`config.mk`:
```
export PLATFORM = sky130hd
export DESIGN_NAME = dsdb_energy
export DESIGN_NICKNAME = d
export VERILOG_FILES = /design/src/rtl/dsdb_pkg.sv /design/src/rtl/dsdb_energy.sv
export SDC_FILE = /design/constraint.sdc
export NUM_CORES = 2
export LEC_CHECK = 0
export ABC_AREA = 1
export BUFFER_PORTS_ARGS = -buffer_cell sky130_fd_sc_hd__buf_2
export CAP_MARGIN = 20
export CORE_UTILIZATION = 45
export CTS_CLUSTER_DIAMETER = 30
export DETAILED_ROUTE_END_ITERATION = 7
export PLACE_DENSITY_LB_ADDON = 0.2
export RECOVER_POWER = 50
export SLEW_MARGIN = 20
export SYNTH_ARGS = -nofsm -noshare
export SYNTH_HDL_FRONTEND = slang
export SYNTH_SLANG_ARGS = --single-unit
```
`constraint.sdc`:
```
create_clock -name clk_i -period 12.75 [get_ports clk_i]
set_input_delay 0.6375 -clock clk_i [delete_from_list [all_inputs] [get_ports clk_i]]
set_output_delay 0.6375 -clock clk_i [all_outputs]
set_load 0.005 [all_outputs]
```
`src/rtl/dsdb_pkg.sv`:
```
// Types, constants and elaboration-time helpers for the sliding DFT bank.
`default_nettype none
package dsdb_pkg;

  localparam int BIN_W = 40;
  localparam int TW_W  = 17;
  localparam int INC_W = 20;
  localparam int ENERGY_W = 62;

  localparam longint PI_Q30 = 64'sd3373259426;

  localparam longint SIN_DIV [10] = '{6, 20, 42, 72, 110, 156, 210, 272, 342, 420};
  localparam longint COS_DIV [10] = '{2, 12, 30, 56, 90, 132, 182, 240, 306, 380};

  localparam logic [ENERGY_W-1:0] ENERGY_MAX = '1;

  typedef struct packed {
    logic               opcode;
    logic signed [15:0] sample;
  } dsdb_in_t;

  typedef struct packed {
    logic [7:0]          bin_number;
    logic [ENERGY_W-1:0] energy;
    logic                last;
    logic                window_full;
  } dsdb_out_t;

  localparam logic OP_PUSH  = 1'b0;
  localparam logic OP_CLEAR = 1'b1;

  // Controls broadcast from the sequencer to every cell.
  typedef struct packed {
    logic clr;
    logic tw_sh;
    logic s0;
    logic s1;
    logic s2;
    logic s3;
    logic o_sh;
  } dsdb_ctl_t;

  typedef enum logic [3:0] {
    ST_IDLE,
    ST_TWLD,
    ST_INC,
    ST_RND,
    ST_UPD0,
    ST_UPD1,
    ST_UPD2,
    ST_UPD3,
    ST_DRAIN
  } dsdb_state_e;

  // Shift right with rounding half away from zero.
  function automatic longint rnd_sh(longint v, int sh);
    longint m;
    m = (v < 0) ? -v : v;
    m = (m + (64'sd1 <<< (sh - 1))) >>> sh;
    return (v < 0) ? -m : m;
  endfunction

  // Damping raised to the window length, Q1.16, rounded at each step.
  function automatic longint damp_pow(int d, int n);
    longint p;
    p = 65536;
    for (int i = 0; i < n; i++) begin
      p = rnd_sh(p * longint'(d), 16);
    end
    return p;
  endfunction

  function automatic logic signed [BIN_W-1:0] sat40(logic signed [42:0] v);
    if ((v[42:39] == 4'b0000) || (v[42:39] == 4'b1111)) begin
      return v[BIN_W-1:0];
    end else if (v[42]) begin
      return {1'b1, {(BIN_W-1){1'b0}}};
    end else begin
      return {1'b0, {(BIN_W-1){1'b1}}};
    end
  endfunction

endpackage
`default_nettype wire

```
`src/rtl/dsdb_energy.sv`:
```
// Energy pipeline: magnitude check, squares, saturating sum and the output register.
`default_nettype none
module dsdb_energy
  import dsdb_pkg::*;
(
  input  wire logic                    clk_i,
  input  wire logic                    rst_ni,
  input  wire logic                    vld_i,
  input  wire logic [7:0]              bin_i,
  input  wire logic                    last_i,
  input  wire logic                    full_i,
  input  wire logic signed [BIN_W-1:0] re_i,
  input  wire logic signed [BIN_W-1:0] im_i,
  output logic                         adv_o,
  output logic                         out_valid_o,
  input  wire logic                    out_ready_i,
  output dsdb_out_t                    out_data_o
);

  logic            v1_q, v2_q, v3_q;
  logic [30:0]     ma_q, mb_q;
  logic            ovf1_q, ovf2_q;
  logic [61:0]     sqa_q, sqb_q;
  logic [7:0]      bin1_q, bin2_q;
  logic            last1_q, last2_q, full1_q, full2_q;
  dsdb_out_t       out_q;

  logic [BIN_W-1:0] abs_re_w, abs_im_w;
  logic [62:0]      sum_w;

  assign adv_o    = !v3_q || out_ready_i;
  assign abs_re_w = re_i[BIN_W-1] ? BIN_W'(-re_i) : BIN_W'(re_i);
  assign abs_im_w = im_i[BIN_W-1] ? BIN_W'(-im_i) : BIN_W'(im_i);
  assign sum_w    = 63'(sqa_q) + 63'(sqb_q);

  always_ff @(posedge clk_i or negedge rst_ni) begin
    if (!rst_ni) begin
      v1_q <= 1'b0;
      v2_q <= 1'b0;
      v3_q <= 1'b0;
    end else if (adv_o) begin
      v1_q <= vld_i;
      v2_q <= v1_q;
      v3_q <= v2_q;
    end
  end

  always_ff @(posedge clk_i) begin
    if (adv_o) begin
      ma_q    <= abs_re_w[30:0];
      mb_q    <= abs_im_w[30:0];
      ovf1_q  <= (|abs_re_w[BIN_W-1:31]) || (|abs_im_w[BIN_W-1:31]);
      bin1_q  <= bin_i;
      last1_q <= last_i;
      full1_q <= full_i;

      sqa_q   <= ma_q * ma_q;
      sqb_q   <= mb_q * mb_q;
      ovf2_q  <= ovf1_q;
      bin2_q  <= bin1_q;
      last2_q <= last1_q;
      full2_q <= full1_q;

      out_q.bin_number  <= bin2_q;
      out_q.energy      <= (ovf2_q || sum_w[62]) ? ENERGY_MAX : sum_w[61:0];
      out_q.last        <= last2_q;
      out_q.window_full <= full2_q;
    end
  end

  assign out_valid_o = v3_q;
  assign out_data_o  = out_q;

endmodule
`default_nettype wire

```
==> out/metrics.cfg <==
[timing]
drv_slew=295
clock_skew_ns=0.0362
slew_headroom_pct=-163
final-setup-viol-count=0
post-route-min-period_ns=8.41
fmax_mhz=119
tns_ns=0
hold_violations=0
worst_pin_slew_ns=3.95
rsz0062_at_grt=no
post-route-period-util_pct=66.0

[clock_network]
cts_tree=done
cts.path.max_buffers=3
cts_max_level=3
cts_buffers=67
postCtsSetupBuffers=0
cts_hold_buf=1
clk_pin_slew_ns=0.05
clk_latency_ns=0.65
clock-sinks=281
root_buffer=clkbuf_16
cts_resized=0

[setup_path]
path_max_fanout=32
cp.arrival_ns=8.81
worstPathCellList=clkbuf_1 > nand2_1 > fa_1 > fa_1 > inv_1 > fa_1 > fa_1 > fa_1 > fa_1 > fa_1 > inv_1 > fa_1 > inv_1 > ha_1 > a21oi_1 > o21ai_0 > a21oi_1 > o21bai_1 > a21oi_1 > nand2_1 > nand2_1 > nand2_1
critPathKind=flip-flop to flip-flop
crit_path_max_incr_delay_ns=1.61
worst_setup_path_start_kind=flip-flop
slowest_stage=clkbuf_1
end_kind=flip-flop
required_ns=13.15
crit_top_cell=fa_1

[drt]
routed-wl-met2_mm=100
route.met3.wl_mm=12.6
ant_nets=0
drt-wirelength-per-cell_um=19.1
vias=54900
routed_wl_mm=211
dr.first_iter.drc_count=3630
highest_layer=met4
wl_met1_mm=92.4
drc=0
firstDrtPassIters=5
routed_via_density=4.96

[finish]
fillers=15800
areaGrowthSynthToFinish_pct=7.47
drive_gt1_share_pct=4.08
fin_nets=11000

[worst_hold_path]
hp-class=primary input to flip-flop

[placed_design]
dp_hpwl_mm=177
gp_congestion=0.969
port_buffers=167

[synth]
yosysMostFrequentCell=inv_1
seq_area_frac_synth_pct=11.6
synth_nets=10900
synth_largest_area_cell=fa_1
synth_area_leaders=fa_1 41%, inv_1 14%, edfxtp_1 11%
synthTopCellsByCount=2630 x inv_1, 1807 x nand2_1, 1497 x fa_1, 602 x ha_1, 550 x nor2_1
synth.avg_cell_area_um2=8.32
ys_async_sr_fraction_pct=1.07
syn_inst=8754
yosysUniqueCellTypes=48
synth-seq-cells=281
synth_top_area_share_pct=41.1
synth_flop_cell=edfxtp_1
yosys_warnings=0
synth_edf_count=278
syn-cell-area_mm2=0.0728

[die]
die_w_um=404
dieArea_mm2=0.164
fp.dieH_um=404
core-area_mm2=0.161
io_pins=168
start_util_pct=45.4
placementRows=147

[global_route]
first_global_vias=59900
antenna_found_initial=12
grt_max_degree=76
grt-ovfl-total=0
grt_pass1_wl_mm=335
track_usage_pct=26.7

[flow_run]
drv_cap=6

[outcome]
violations=capacitance limit, slew limit
status=finished with violations

[critical path, delay by kind of cell, from the launching register on]
family	cells	cell delay (ns)
and+or+nand+nor	4	0.47
DFF	1	0.32
adders and majority gates	9	4.23
AOI/OAI and AO/OA	5	1.36
buffers and inverters	4	1.76
[per-stage QoR]
step | instance area, um^2 | cells | util (%) | worst slack (ns) | hold slack [ns]
detailed placement | 76100 | 10900 | 47.4 | 5.21 | 0.405
finish | 78300 | 11100 | 48.8 | 4.34 | 0.172
global route | 78300 | 11100 | 48.8 | 4.11 | 0.137
global placement | 76100 | 10900 | 47.4 | 5.26 | 0.401
CTS | 78400 | 11100 | 48.8 | 5.17 | 0.114
floorplan | 72800 | 8754 | - | 5.12 | 0.342
[sequential cells by signal, summed over array words and instances (netlist names), 8 cells and up]
signal,flops
sqa_q,61
ma_q,31
sqb_q,61
bin1_q,8
out_data_o,72
bin2_q,8
mb_q,31
[layer usage]
layer  vias to the layer above  track usage (%)
li1                      25700                -
met1                     27300             36.3
met2                      1564             44.7
met3                       292             3.58
met4                         0             7.54
met5                         -                0
[area by class of cell]
| type | count | area (um^2) | share of cell area (%) |
|---|---|---|---|
| multi-input combinational | 5627 | 53700 | 68.6 |
| inverter | 2642 | 9920 | 12.7 |
| sequential | 281 | 8420 | 10.8 |
| tap | 2160 | 2700 | 3.45 |
| clock buffer | 72 | 1700 | 2.17 |
| timing repair buffer | 234 | 1260 | 1.60 |
| clock inverter | 49 | 586 | 0.748 |
| antenna | 3 | 7.51 | 0.00959 |
[worst paths after layout]
check	start	endpoint	slack, ns	cells past startpoint
min in group asynchronous	rst_ni	v1_q$_DFFE_PN0P_	0.34	2
worst max register to register	mb_q[0]$_DFFE_PP_	sqb_q[61]$_DFFE_PP_	4.34	22
worst min-delay path	bin_i[1]	bin1_q[1]$_DFFE_PP_	0.17	1
worst max-delay path	mb_q[0]$_DFFE_PP_	sqb_q[61]$_DFFE_PP_	4.34	22
worst min register to register	bin2_q[7]$_DFFE_PP_	out_data_o[71]$_DFFE_PP_	0.41	0
max in group asynchronous	rst_ni	out_valid_o$_DFFE_PN0P_	12.25	2
[cells in the final DEF, fill, tap and decap left out, types with 29 or more instances in the layout]
cell type and n:
a21oi_1 255, buf_2 111, o21bai_1 52, xnor2_1 56
nand3_1 201, nand3_2 29, clkbuf_16 67, o21ai_0 156
a21o_1 29, buf_4 62, nor2_1 552, fa_1 1497
nand2_1 1808, nor3_1 40, xor2_1 165, nand4_1 36
clkbuf_1 65, inv_1 2630, ha_1 602, edfxtp_1 278
[cell families after synthesis]
kind of cell / count (synthesis) / share of synthesized area (%)
muxes: 1 / 0.0155
AOI/OAI and AO/OA: 551 / 4.19
and+or+nand+nor: 2755 / 15.4
DFF: 281 / 11.6
adders and majority gates: 2099 / 51.5
xor gates and xnor gates: 221 / 2.66
buffers and inverters: 2846 / 14.7
Power is left out: the tool's default activity adds up to more than one toggle a clock period on the data nets, which glitch-free logic cannot reach.
